File: config.mk
export PLATFORM = sky130hd
export DESIGN_NAME = nctm_dist
export DESIGN_NICKNAME = d
export VERILOG_FILES = /design/src/sv/nctm_pkg.sv /design/src/sv/nctm_dist.sv
export SDC_FILE = /design/constraint.sdc
export NUM_CORES = 1
export LEC_CHECK = 0
export BUFFER_PORTS_ARGS = -buffer_cell sky130_fd_sc_hd__buf_2
export CAP_MARGIN = 20
export CELL_PAD_IN_SITES_DETAIL_PLACEMENT = 2
export CELL_PAD_IN_SITES_GLOBAL_PLACEMENT = 2
export CORE_ASPECT_RATIO = 0.6
export CORE_MARGIN = 8
export CORE_UTILIZATION = 39
export DETAILED_ROUTE_END_ITERATION = 10
export GPL_ROUTABILITY_DRIVEN = 0
export PLACE_DENSITY = 0.87
export SYNTH_ARGS = -nofsm -noshare
export SYNTH_HDL_FRONTEND = slang
export SYNTH_SLANG_ARGS = --single-unit
export TNS_END_PERCENT = 50
File: constraint.sdc
create_clock -name clock -period 10.5 [get_ports clock]
set_clock_uncertainty 0.15 [all_clocks]
set_input_delay 1.05 -clock clock [delete_from_list [all_inputs] [get_ports clock]]
set_output_delay 1.05 -clock clock [all_outputs]
set_load 0.01 [all_outputs]
File: src/sv/nctm_pkg.sv
`timescale 1ns / 1ps
// ----------------------------------------------------------------------------
// Nearest color table match package
// Shared sizes, codes and types of the nearest color table match block.
// ----------------------------------------------------------------------------
package nctm_pkg;

   localparam int MAX_ENTRIES = 64;
   localparam int IDX_W       = (MAX_ENTRIES > 1) ? $clog2(MAX_ENTRIES) : 1;
   localparam int CNT_W       = $clog2(MAX_ENTRIES + 1);

   localparam int COUNT_W     = 7;
   localparam int CH_W        = 8;
   localparam int COORD_W     = 16;
   localparam int COLOR_W     = 3 * CH_W;
   localparam int COORDS_W    = 4 * COORD_W;
   localparam int DIST_W      = 2 * CH_W + 2;

   localparam int CSR_ADDR_W  = 3;
   localparam int CSR_DATA_W  = 32;

   // Register index, decoded from the word address bit.
   localparam logic REG_ENTRY_COUNT = 1'b0;

   typedef enum logic {
      REQ_LOAD  = 1'b0,
      REQ_QUERY = 1'b1
   } req_kind_type;

   typedef enum logic [2:0] {
      ST_IDLE,
      ST_SCAN,
      ST_DRAIN,
      ST_FETCH,
      ST_FETCH_WAIT
   } state_type;

   typedef struct packed {
      logic [CH_W-1:0] r;
      logic [CH_W-1:0] g;
      logic [CH_W-1:0] b;
   } color_type;

   typedef struct packed {
      logic             valid;
      logic [IDX_W-1:0] idx;
   } tag_type;

   typedef struct packed {
      logic              valid;
      logic [IDX_W-1:0]  idx;
      logic [DIST_W-1:0] sq_dist;
   } dist_type;

   typedef struct packed {
      logic             busy;
      logic             color_rd_en;
      logic [IDX_W-1:0] color_rd_addr;
      logic             coord_rd_en;
      logic [IDX_W-1:0] best_idx;
      logic             rsp_load;
      logic             found;
   } seq_ctrl_type;

endpackage

File: src/sv/nctm_dist.sv
`timescale 1ns / 1ps
// ----------------------------------------------------------------------------
// Squared distance unit
// Registered squared Euclidean distance between the query and one entry color.
// ----------------------------------------------------------------------------
module nctm_dist (
   input  logic                 clock,
   input  logic                 reset,
   input  nctm_pkg::color_type  query,
   input  nctm_pkg::color_type  entry,
   input  nctm_pkg::tag_type    tag,
   output nctm_pkg::dist_type   result
);
   import nctm_pkg::*;

   logic [CH_W-1:0]   diff_r, diff_g, diff_b;
   logic [2*CH_W-1:0] sq_r, sq_g, sq_b;
   dist_type          result_ff, result_in;

   always_comb begin
      diff_r = (query.r >= entry.r) ? query.r - entry.r : entry.r - query.r;
      diff_g = (query.g >= entry.g) ? query.g - entry.g : entry.g - query.g;
      diff_b = (query.b >= entry.b) ? query.b - entry.b : entry.b - query.b;
      sq_r   = diff_r * diff_r;
      sq_g   = diff_g * diff_g;
      sq_b   = diff_b * diff_b;
      result_in.valid   = tag.valid;
      result_in.idx     = tag.idx;
      result_in.sq_dist = DIST_W'(sq_r) + DIST_W'(sq_g) + DIST_W'(sq_b);
   end

   always_ff @(posedge clock) begin
      if (reset) begin
         result_ff.valid <= 1'b0;
      end else begin
         result_ff.valid <= result_in.valid;
      end
      result_ff.idx     <= result_in.idx;
      result_ff.sq_dist <= result_in.sq_dist;
   end

   assign result = result_ff;

endmodule

==> metrics.txt <==
post-route setup TNS 0 ns; CP dominant cell by count fa_1; fraction of layout cells with a size suffix above 1 0.122; Clock Sinks 25; RSZ-0062 raised after global routing no; CP Data Arrival Time 10.02 ns; top cells by area, synth fa_1 34%, ha_1 19%, inv_1 12%; n_diodes 0; hold_buf cts 0; routed vias 6470; remaining global-route overflow 0; Clock Pin Slew Worst Setup and Hold Paths 0.08 ns; area share of the largest cell type after synthesis 0.344; Critical Path Start Type input port; First DRT Iteration DRCs 266; Slew Limit Fails 0; HPWL Detailed 24100 um; CTS H-tree depth 1; crit path launch query[0]; Finished Layout Cells 1272; CTS Buf Count 3; PortBufs 81; Post-synth EDFFs 0; first-pass iteration count of the detailed router 4; largest area contributor in the netlist fa_1; Chip Height 128 um; total track usage 0.210; synthesized flop and latch total 25; fin crit period 9.95 ns; post-synthesis cell type count 58; Syn Area/Cell 8.89 sq um; dpl cells 1268; DRT antenna net count 0; highest clock rate 101 MHz; end of the worst hold path result[20]$_DFF_P_; crit-path max FO 8; max FFs per register 25; Final Hold Vio Count 0; post_cts resized 0; initial antenna violation count 0; DRT Wirelength 26800 um; Synthesized Nets 1231; # setup viols final 0; Syn Std Cell Area 8100 sq um; CP required 10.57 ns; largest net degree at the start of global routing 16; max-cap violation count 0; first-pass GRT wire length 42700 um; Multi-input gate area 6540 sq um; Seq. cell area 500 sq um; fin nets 1320; Slew HR 0.413; fin crit share 0.947; Initial Utilization 0.401; ys async rst share 0; DRC 0; hold slack 0.715 ns; slew of the pin with the lowest slew margin 0.878 ns; Area Overhead vs Synth 10.9%; critical path type in2reg; CP max stage cell xor2_1; Crit. End Element flop; Cells after Synth 911; dpl ws 0.237 ns; fillcell total 2279; synth warn 0; post-CTS setup buffer count 0; WL per Instance 21.0 um; slowest stage delay, CP 0.72 ns; Seq/Total Area, Yosys 0.0618; hold path depth 1; total die area 25800 sq um; CTS Buffer Depth 2; vias in the first global route 7812; clk root buf clkbuf_16; DIE WIDTH 202 um; top cells by count, synth 258 x inv_1, 139 x fa_1, 124 x ha_1; hold path start tag[2]; HP Class in2reg; I/O Pins 82; PnR worst setup slack 0.555 ns; most frequent cell after synthesis inv_1; Via density 5.09; core region area 20200 sq um; Post-synth top flop dfxtp_1; status complete, no violations; number of core rows 40; TritonCTS clock tree yes
-- cells in the final DEF (no fill, tap or decap), types with 17 or more instances in the layout --
cell	n
nand2_1	19
dfxtp_1	25
nor2_1	73
ha_1	124
a21oi_1	39
xnor2_1	19
nand2b_1	19
fa_1	139
o21ai_0	17
buf_2	81
inv_1	258
-- per-layer routing --
| layer | up-vias | share of wire | GRT usage | wire, um |
|---|---|---|---|---|
| met5 | - | 0 | 0 | 0 |
| met4 | 0 | 0.016 | 0.0415 | 435 |
| met3 | 29 | 0.045 | 0.0305 | 1210 |
| met2 | 119 | 0.50 | 0.377 | 13500 |
| met1 | 3344 | 0.43 | 0.266 | 11600 |
| li1 | 2978 | - | - | - |
-- how the worst max path moves through the flow --
stage	to	slack, ns	depth (start not counted)
after detailed placement	result[14]$_DFF_P_	0.24	29
final	result[14]$_DFF_P_	0.55	29
after CTS	result[14]$_DFF_P_	0.49	29
after global placement	result[15]$_DFF_P_	0.62	28
after floorplan	result[15]$_DFF_P_	1.79	27
after global routing	result[14]$_DFF_P_	0.13	29
-- critical path, delay by kind of cell --
kind,cells,cell delay [ns]
fa+ha+maj,10,4.41
buf+inv,7,0.69
compound gates,8,2.49
xor+xnor,2,0.85
mux,1,0.28
simple gates,1,0.21
-- layout make-up --
cell class / count / share of cell area
Inverter: 263 / 0.110
Timing Repair Buffer: 97 / 0.0585
Sequential cell: 25 / 0.0557
Multi-Input combinational cell: 610 / 0.729
Tap cell: 273 / 0.0380
Clock inverter: 1 / 0.000836
Clock buffer: 3 / 0.00836
-- cell families after synthesis --
family,share of synthesized area
and+or+nand+nor,0.109
xor gates and xnor gates,0.0383
muxes,0.0187
adders and majority gates,0.535
DFF,0.0618
buffers and inverters,0.130
AOI/OAI and AO/OA,0.107
-- metrics by stage --
| stage | util | cell area [sq um] |
|---|---|---|
| detailed placement | 0.441 | 8900 |
| CTS | 0.445 | 8980 |
| global placement | 0.441 | 8890 |
| floorplan | - | 8100 |
| finish | 0.445 | 8980 |
| global route | 0.445 | 8980 |
Power is not shown: default switching activity piles up to over one toggle a cycle in this logic, so the estimate is an artifact.
