File: config.mk
export PLATFORM = sky130hd
export DESIGN_NAME = nctm_seq
export DESIGN_NICKNAME = d
export VERILOG_FILES = /design/src/sv/nctm_pkg.sv /design/src/sv/nctm_seq.sv
export SDC_FILE = /design/constraint.sdc
export NUM_CORES = 1
export LEC_CHECK = 0
export BUFFER_PORTS_ARGS = -buffer_cell sky130_fd_sc_hd__buf_2
export CAP_MARGIN = 20
export CORE_MARGIN = 4
export CORE_UTILIZATION = 50
export CTS_BUF_LIST = sky130_fd_sc_hd__clkbuf_4 sky130_fd_sc_hd__clkbuf_8
export DETAILED_ROUTE_END_ITERATION = 7
export PLACE_DENSITY_LB_ADDON = 0.2
export RECOVER_POWER = 25
export REMOVE_ABC_BUFFERS = 1
export SYNTH_ARGS = -nofsm -noshare
export SYNTH_HDL_FRONTEND = slang
export SYNTH_SLANG_ARGS = --single-unit
export TNS_END_PERCENT = 1
File: constraint.sdc
create_clock -name clock -period 4.6 [get_ports clock]
set_input_delay 1.38 -clock clock [delete_from_list [all_inputs] [get_ports clock]]
set_output_delay 1.38 -clock clock [all_outputs]
set_load 0.05 [all_outputs]
File: src/sv/nctm_pkg.sv
`timescale 1ns / 1ps
// ----------------------------------------------------------------------------
// Nearest color table match package
// Shared sizes, codes and types of the nearest color table match block.
// ----------------------------------------------------------------------------
package nctm_pkg;

   localparam int MAX_ENTRIES = 64;
   localparam int IDX_W       = (MAX_ENTRIES > 1) ? $clog2(MAX_ENTRIES) : 1;
   localparam int CNT_W       = $clog2(MAX_ENTRIES + 1);

   localparam int COUNT_W     = 7;
   localparam int CH_W        = 8;
   localparam int COORD_W     = 16;
   localparam int COLOR_W     = 3 * CH_W;
   localparam int COORDS_W    = 4 * COORD_W;
   localparam int DIST_W      = 2 * CH_W + 2;

   localparam int CSR_ADDR_W  = 3;
   localparam int CSR_DATA_W  = 32;

   // Register index, decoded from the word address bit.
   localparam logic REG_ENTRY_COUNT = 1'b0;

   typedef enum logic {
      REQ_LOAD  = 1'b0,
      REQ_QUERY = 1'b1
   } req_kind_type;

   typedef enum logic [2:0] {
      ST_IDLE,
      ST_SCAN,
      ST_DRAIN,
      ST_FETCH,
      ST_FETCH_WAIT
   } state_type;

   typedef struct packed {
      logic [CH_W-1:0] r;
      logic [CH_W-1:0] g;
      logic [CH_W-1:0] b;
   } color_type;

   typedef struct packed {
      logic             valid;
      logic [IDX_W-1:0] idx;
   } tag_type;

   typedef struct packed {
      logic              valid;
      logic [IDX_W-1:0]  idx;
      logic [DIST_W-1:0] sq_dist;
   } dist_type;

   typedef struct packed {
      logic             busy;
      logic             color_rd_en;
      logic [IDX_W-1:0] color_rd_addr;
      logic             coord_rd_en;
      logic [IDX_W-1:0] best_idx;
      logic             rsp_load;
      logic             found;
   } seq_ctrl_type;

endpackage

File: src/sv/nctm_seq.sv
`timescale 1ns / 1ps
// ----------------------------------------------------------------------------
// Scan sequencer
// Walks the table entries through the distance unit and keeps the best one.
// ----------------------------------------------------------------------------
module nctm_seq (
   input  logic                           clock,
   input  logic                           reset,
   input  logic                           start_query,
   input  logic [nctm_pkg::CNT_W-1:0]     limit,
   input  nctm_pkg::dist_type             result,
   output nctm_pkg::tag_type              tag,
   output nctm_pkg::seq_ctrl_type         ctrl
);
   import nctm_pkg::*;

   state_type         state_ff, state_in;
   logic [CNT_W-1:0]  cnt_ff, cnt_in;
   logic [CNT_W-1:0]  limit_ff, limit_in;
   tag_type           tag_ff, tag_in;
   logic [DIST_W-1:0] best_ff, best_in;
   logic [IDX_W-1:0]  best_idx_ff, best_idx_in;
   logic              found_ff, found_in;
   logic              issue;
   logic              update;

   // Next state.
   always_comb begin
      state_in = state_ff;
      unique case (state_ff)
         ST_IDLE: begin
            if (start_query) begin
               state_in = ST_SCAN;
            end
         end
         ST_SCAN: begin
            if (cnt_ff >= limit_ff) begin
               state_in = ST_DRAIN;
            end
         end
         ST_DRAIN: begin
            if (!tag_ff.valid && !result.valid) begin
               state_in = ST_FETCH;
            end
         end
         ST_FETCH:      state_in = ST_FETCH_WAIT;
         ST_FETCH_WAIT: state_in = ST_IDLE;
         default:       state_in = ST_IDLE;
      endcase
   end

   // Outputs.
   always_comb begin
      issue              = (state_ff == ST_SCAN) && (cnt_ff < limit_ff);
      ctrl.busy          = (state_ff != ST_IDLE);
      ctrl.color_rd_en   = issue;
      ctrl.color_rd_addr = cnt_ff[IDX_W-1:0];
      ctrl.coord_rd_en   = (state_ff == ST_FETCH);
      ctrl.best_idx      = best_idx_ff;
      ctrl.rsp_load      = (state_ff == ST_FETCH_WAIT);
      ctrl.found         = found_ff;
   end

   // Scan counter and running minimum. Ties keep the earlier entry.
   always_comb begin
      cnt_in      = cnt_ff;
      limit_in    = limit_ff;
      found_in    = found_ff;
      best_in     = best_ff;
      best_idx_in = best_idx_ff;
      update      = result.valid && (!found_ff || (result.sq_dist < best_ff));
      tag_in.valid = issue;
      tag_in.idx   = cnt_ff[IDX_W-1:0];
      if ((state_ff == ST_IDLE) && start_query) begin
         cnt_in   = '0;
         limit_in = limit;
         found_in = 1'b0;
      end else if (issue) begin
         cnt_in = CNT_W'(cnt_ff + 1'b1);
      end
      if (update) begin
         best_in     = result.sq_dist;
         best_idx_in = result.idx;
         found_in    = 1'b1;
      end
   end

   always_ff @(posedge clock) begin
      if (reset) begin
         state_ff     <= ST_IDLE;
         tag_ff.valid <= 1'b0;
         found_ff     <= 1'b0;
      end else begin
         state_ff     <= state_in;
         tag_ff.valid <= tag_in.valid;
         found_ff     <= found_in;
      end
      tag_ff.idx  <= tag_in.idx;
      cnt_ff      <= cnt_in;
      limit_ff    <= limit_in;
      best_ff     <= best_in;
      best_idx_ff <= best_idx_in;
   end

   assign tag = tag_ff;

endmodule

==> impl_metrics.toml, run 1 <==
[global_route]
grt_pass1_vias = 1519
grt_pass1_wl_mm = 6.762
grt_max_degree = 17
antenna_found_initial = 0
grt_use_total = 0.1424
overflow = 0

[logic_synthesis]
postSynthCellCount = 195
synth_enable_flop_cells = 31
seq_area_frac_synth = 0.5575
yosys_warnings = 0
syn_area_mm2 = 0.002316
yosys_register_bits = 49
synth_cell_types = 35
synthArstFlopShare = 0
syn_avg_cell_area_um2 = 11.88
synthFlopType = "edfxtp_1"

[power]
pwr-share-seq = 0.494
cell_internal_pwr_uw = 750.0
p_per_area_mw_per_mm2 = 425.0
combPwrFrac = 0.282
swShare = 0.3467
p_leak_uw = 0.001269
ir_worst_vdd_mv = 0.2246
pwr-share-clk = 0.224
switchingPower_uw = 398.0

[placed_design]
dp_hpwl_mm = 3.112
place_inst = 297
routabilityCongestion = 0.7899
portBuffers = 58

[cells_and_area]
layout.nets = 312
regArea_mm2 = 0.001291
nFillCells = 375
layoutNonFillerInstCount = 305
multi_input_area_um2 = 854.6
drive_gt1_frac = 0.2846
area_growth_syn_to_layout_pct = 16.64
final_core_util = 0.6120
insertedDiodeCount = 0

[floorplanning]
num_rows = 24
die_y_um = 76.06
die_area_mm2 = 0.005785
start_util = 0.5247
ioPinCount = 59
coreArea_mm2 = 0.004414
die_x_um = 76.06

[drt]
vias_per_cell = 5.134
route.detailed.drc = 0
antenna_left = 0
first_pass_iters = 4
drt_iter0_drc = 36
wire_per_inst_um = 13.25
drt_wl_total_mm = 4.042
vias = 1566

[cts]
clk_pin_slew_worst_paths_ns = 0.09
post-cts-setup-buffer-count = 0
holdBufCountCts = 0
cts.sinks = 49
cts_resized = 0
numCtsBuffers = 5
clockBufferDepth = 2
clock-root-buffer = "clkbuf_8"
clk_latency_ns = 0.30
cts_tree = "yes"
htreeDepth = 2

[worst_setup_path]
worstPathArrival_ns = 1.99
crit_type = "flop to primary output"
reg2reg_to = "best_ff[7]"
critPathRequiredTime_ns = 3.22
reg2reg_slack_ns = 2.22
max_stage_delay_ns = 0.47
regToRegStartpoint = "best_ff[15]"
path_cells = "ha_1 -> a211oi_1 -> o21ai_2 -> nor2_8 -> buf_2"
crit_buf_inv = 1
crit_path_end_kind = "primary output"
slowest_stage = "dfxtp_1"
cp_max_fo = 7
crit_family = "compound AO/OA/AOI/OAI gates"
crit_start = "cnt_ff[4]"
rr_worst_depth = 8
cp-start-kind = "flop"

[sta]
finalSetupViolations = 0
max_freq_ghz = 0.2970
rsz0062_at_grt = "no"
fin_tns_setup_ns = 0
slew_headroom = 0.6477
maxSlewViolCount = 0
fin_crit_ns = 3.368
timing.hold.ws_ns = 0.4457
finClkSkew_ns = 0.009784
tightestPinTransition_ns = 0.5284
timing.final.crit_share = 0.7321
hold_viol_final = 0

[hold_path]
hp-class = "flop to flop"
hold_start = "cnt_ff[1]"
min_to = "tag[1]"
min_path_cells = 0

[status]
status = "finished, final reports clean"

[run]
maxCapViolations = 0
[state kept, by name, summed over array words and instances (netlist names)]
signal	flops
cnt_ff	7
limit_ff	7
found_ff	1
state_ff	3
best_ff	18
tag	7
best_idx_ff	6
[power by group through the flow]
stage          Clock (µW)  Combinational [µW]  Sequential [µW]
2_1_floorplan           0                 156              660
3_3_place_gp            0                 322              577
3_5_place_dp            0                 325              578
4_1_cts               266                 327              568
5_1_grt               283                 355              575
6_report              257                 323              567
[logic make-up (layout without fill, tap and decap cells)]
group | Yosys count | count (layout) | synth area share
AOI/OAI and AO/OA | 26 | 26 | 0.07510
adders and majority gates | 25 | 25 | 0.1351
buffers and inverters | 37 | 95 | 0.07618
xor gates and xnor gates | 3 | 3 | 0.01135
DFF | 49 | 49 | 0.5575
and+or+nand+nor | 51 | 51 | 0.1275
muxes | 4 | 4 | 0.01729
[final cells by class]
cell class	count	area share
clock buffers	6	0.02825
clock inverters	2	0.005095
inverters	28	0.03891
multi-input cells	109	0.3164
flip-flops and latches	49	0.4780
well taps	52	0.02409
repair buffers	59	0.1093
[cells in the mapped netlist (2+ instances only)]
| master | n | area (µm²) |
|---|---|---|
| a211oi_1 | 7 | 52.55 |
| a21oi_1 | 5 | 25.02 |
| and2_1 | 2 | 12.51 |
| buf_4 | 8 | 60.06 |
| dfxtp_1 | 18 | 360.4 |
| edfxtp_1 | 31 | 930.9 |
| ha_1 | 25 | 312.8 |
| inv_1 | 28 | 105.1 |
| mux2i_1 | 4 | 40.04 |
| nand2_1 | 12 | 45.04 |
| nand2b_1 | 3 | 18.77 |
| nand3_1 | 2 | 10.01 |
| nand3b_1 | 2 | 15.01 |
| nand4_1 | 5 | 31.28 |
| nor2_1 | 10 | 37.54 |
| nor3_1 | 7 | 35.03 |
| o21ai_0 | 6 | 30.03 |
| xnor2_1 | 3 | 26.28 |
[per-stage QoR]
stage	total power [µW]	cell area, µm²	setup slack (ns)
after floorplan	816.2	2245	0.7066
after global placement	898.5	2614	1.099
after detailed placement	903.3	2614	1.066
after CTS	1162	2704	1.215
after global routing	1213	2701	1.111
final	1148	2701	1.232
[routing by layer]
layer	vias up	GRT usage	part of all wire
met5	-	0	0
met4	0	0.04720	0.011
met3	5	0.04374	0.063
met2	41	0.2312	0.47
met1	722	0.1807	0.46
li1	798	-	-
[how the worst max path moves through the flow]
stage / depth (start not counted) / end / slack [ns]
3_3_place_gp: 8 / best_ff[17] / 1.10
6_report: 5 / ctrl[15] / 1.23
4_1_cts: 5 / ctrl[15] / 1.22
3_5_place_dp: 8 / best_ff[11] / 1.07
5_1_grt: 5 / ctrl[15] / 1.11
2_1_floorplan: 6 / best_ff[0] / 0.71
[cell usage in the layout (no fill, tap or decap), types with 2 or more instances in the layout]
cell type  instances
ha_1              25
a211oi_1           7
dfxtp_1           18
nand3b_1           2
nor2_1            10
clkbuf_1           2
and2_1             2
xnor2_1            3
a21oi_1            5
buf_2             56
nand2_1           12
nor3_1             7
o21ai_0            6
clkbuf_8           5
mux2i_1            4
nand2b_1           3
inv_1             28
edfxtp_1          31
nand3_1            2
nand4_1            5
No activity file was read; power rests on OpenSTA's default activity.
==> inputs of run 2 (changes only) <==
Clock period 4.6 ns to 3.4 ns, I/O delays scaled along.
==> impl_metrics.toml, run 2 (synthesis results as in run 1) <==
[power]
combPwrFrac = 0.286
p_leak_uw = 0.001268
pwr-share-seq = 0.499
ir_worst_vdd_mv = 0.3059
cell_internal_pwr_uw = 1013
power.total_uw = 1539
p_per_area_mw_per_mm2 = 569.6
pwr-share-clk = 0.215
switchingPower_uw = 526.6
swShare = 0.3421

[sta]
max_freq_ghz = 0.3301
hold_viol_final = 0
timing.final.crit_share = 0.8911
finClkSkew_ns = 0.005416
rsz0062_at_grt = "no"
slew_headroom = 0.6829
maxSlewViolCount = 0
tightestPinTransition_ns = 0.4756
fin_crit_ns = 3.030
finalSetupViolations = 0
fin_tns_setup_ns = 0

[cells_and_area]
layout.nets = 313
regMostFlops = "best_ff"
area_growth_syn_to_layout_pct = 16.69
mostFrequentLayoutCell = "buf_2"
drive_gt1_frac = 0.2795
final_cell_mix = "buf_2 (54), edfxtp_1 (31), inv_1 (28)"
largest_register_ffs = 18
insertedDiodeCount = 0
multi_input_area_um2 = 854.6
nFillCells = 388
regArea_mm2 = 0.001291

[cts]
clockBufferDepth = 2
cts_resized = 0
holdBufCountCts = 0
cts_tree = "yes"
post-cts-setup-buffer-count = 0
clk_pin_slew_worst_paths_ns = 0.09
clk_latency_ns = 0.29
clock-root-buffer = "clkbuf_8"
numCtsBuffers = 5
cts.sinks = 49
htreeDepth = 2

[drt]
first_pass_iters = 4
vias_per_cell = 5.085
vias = 1556
wire_per_inst_um = 13.15
drt_wl_total_mm = 4.024
route.detailed.drc = 0
drt_iter0_drc = 58
antenna_left = 0

[worst_setup_path]
reg2reg_to = "best_ff[8]"
crit_family = "compound AO/OA/AOI/OAI gates"
crit_path_end_kind = "primary output"
critPathRequiredTime_ns = 2.38
crit_buf_inv = 1
rr_worst_depth = 8
worstPathArrival_ns = 2.01
cp-start-kind = "flop"
reg2reg_slack_ns = 1.08
regToRegStartpoint = "best_ff[15]"
max_stage_delay_ns = 0.46
path_cells = "ha_1 -> a211oi_1 -> o21ai_2 -> nor2_8 -> buf_2"
crit_type = "flop to primary output"
slowest_stage = "dfxtp_1"
cp_max_fo = 7

[global_route]
antenna_found_initial = 0
grt_max_degree = 15
use_met2 = 0.2115
met3_usage = 0.05437
grt_use_total = 0.1425
grt_pass1_wl_mm = 6.748
grt_use_met1 = 0.1874
grt-busiest-layer = "met2"
overflow = 0
grt_pass1_vias = 1505

[hold_path]
hold_start = "cnt_ff[3]"
min_path_cells = 0
min_to = "tag[3]"
hp-class = "flop to flop"

[floorplanning]
die_y_um = 76.06
ioPinCount = 59
coreArea_mm2 = 0.004414
die_area_mm2 = 0.005785
num_rows = 24
start_util = 0.5247
die_x_um = 76.06

[placed_design]
portBuffers = 58
dp_hpwl_mm = 3.130
routabilityCongestion = 0.7796

[status]
status = "finished, final reports clean"

[run]
maxCapViolations = 0
-- run 2: changes by cell type in the layout (fill, tap and decap cells not counted) --
| cell | change |
|---|---|
| buf_2 | -2 |
| buf_4 | +1 |
| clkbuf_1 | +2 |
| inv_6 | -1 |
| clkinv_2 | +1 |
-- run 2: power groups by stage --
| stage | combinational, µW | clock (µW) | sequential, µW |
|---|---|---|---|
| floorplan | 211 | 0 | 893 |
| global placement | 439 | 0 | 780 |
| detailed placement | 445 | 0 | 783 |
| CTS | 445 | 343 | 769 |
| global route | 483 | 373 | 779 |
| finish | 441 | 331 | 768 |
-- run 2: layout make-up --
cell class / instances / area share
tap: 52 / 0.02407
clock buffer: 6 / 0.02824
timing repair buffer: 60 / 0.1111
multi-input combinational: 109 / 0.3162
inverter: 28 / 0.03889
sequential: 49 / 0.4778
clock inverter: 2 / 0.003704
-- run 2: how the worst max path moves through the flow --
stage / endpoint / slack, ns / startpoint / cells after the start
3_3_place_gp: best_idx_ff[2] / 0.45 / result[7] / 8
4_1_cts: ctrl[15] / 0.37 / cnt_ff[4] / 5
6_report: ctrl[15] / 0.37 / cnt_ff[4] / 5
3_5_place_dp: best_idx_ff[2] / 0.36 / result[7] / 8
2_1_floorplan: best_ff[0] / -0.13 / result[7] / 6
5_1_grt: ctrl[15] / 0.24 / cnt_ff[4] / 5
-- run 2: worst reg2reg max path: stages (launching register included) --
cell and delay (ns):
edfxtp_1 0.37, inv_1 0.07, ha_1 0.23, a211oi_1 0.21, nor2_1 0.07, nor3_1 0.30, nand2_1 0.15, o22ai_2 0.35
buf_4 0.27
-- run 2: through the flow --
step           utilization  hold WS (ns)  instances  setup WS, ns  cell area, µm²
6_report            0.6122        0.4467        306        0.3704            2703
5_1_grt             0.6122        0.4525        306        0.2449            2703
4_1_cts             0.6134        0.4471        306        0.3726            2708
3_5_place_dp        0.5938        0.4326        298        0.3553            2621
3_3_place_gp        0.5938        0.4309        298        0.4463            2621
2_1_floorplan            -        0.4622        186       -0.1334            2245
-- run 2: metal layers --
layer | share of wire | vias to the layer above | wire [µm]
met5 | 0 | - | 0
met4 | 0.0094 | 0 | 38
met3 | 0.074 | 4 | 299
met2 | 0.46 | 49 | 1852
met1 | 0.46 | 693 | 1834
li1 | - | 810 | -
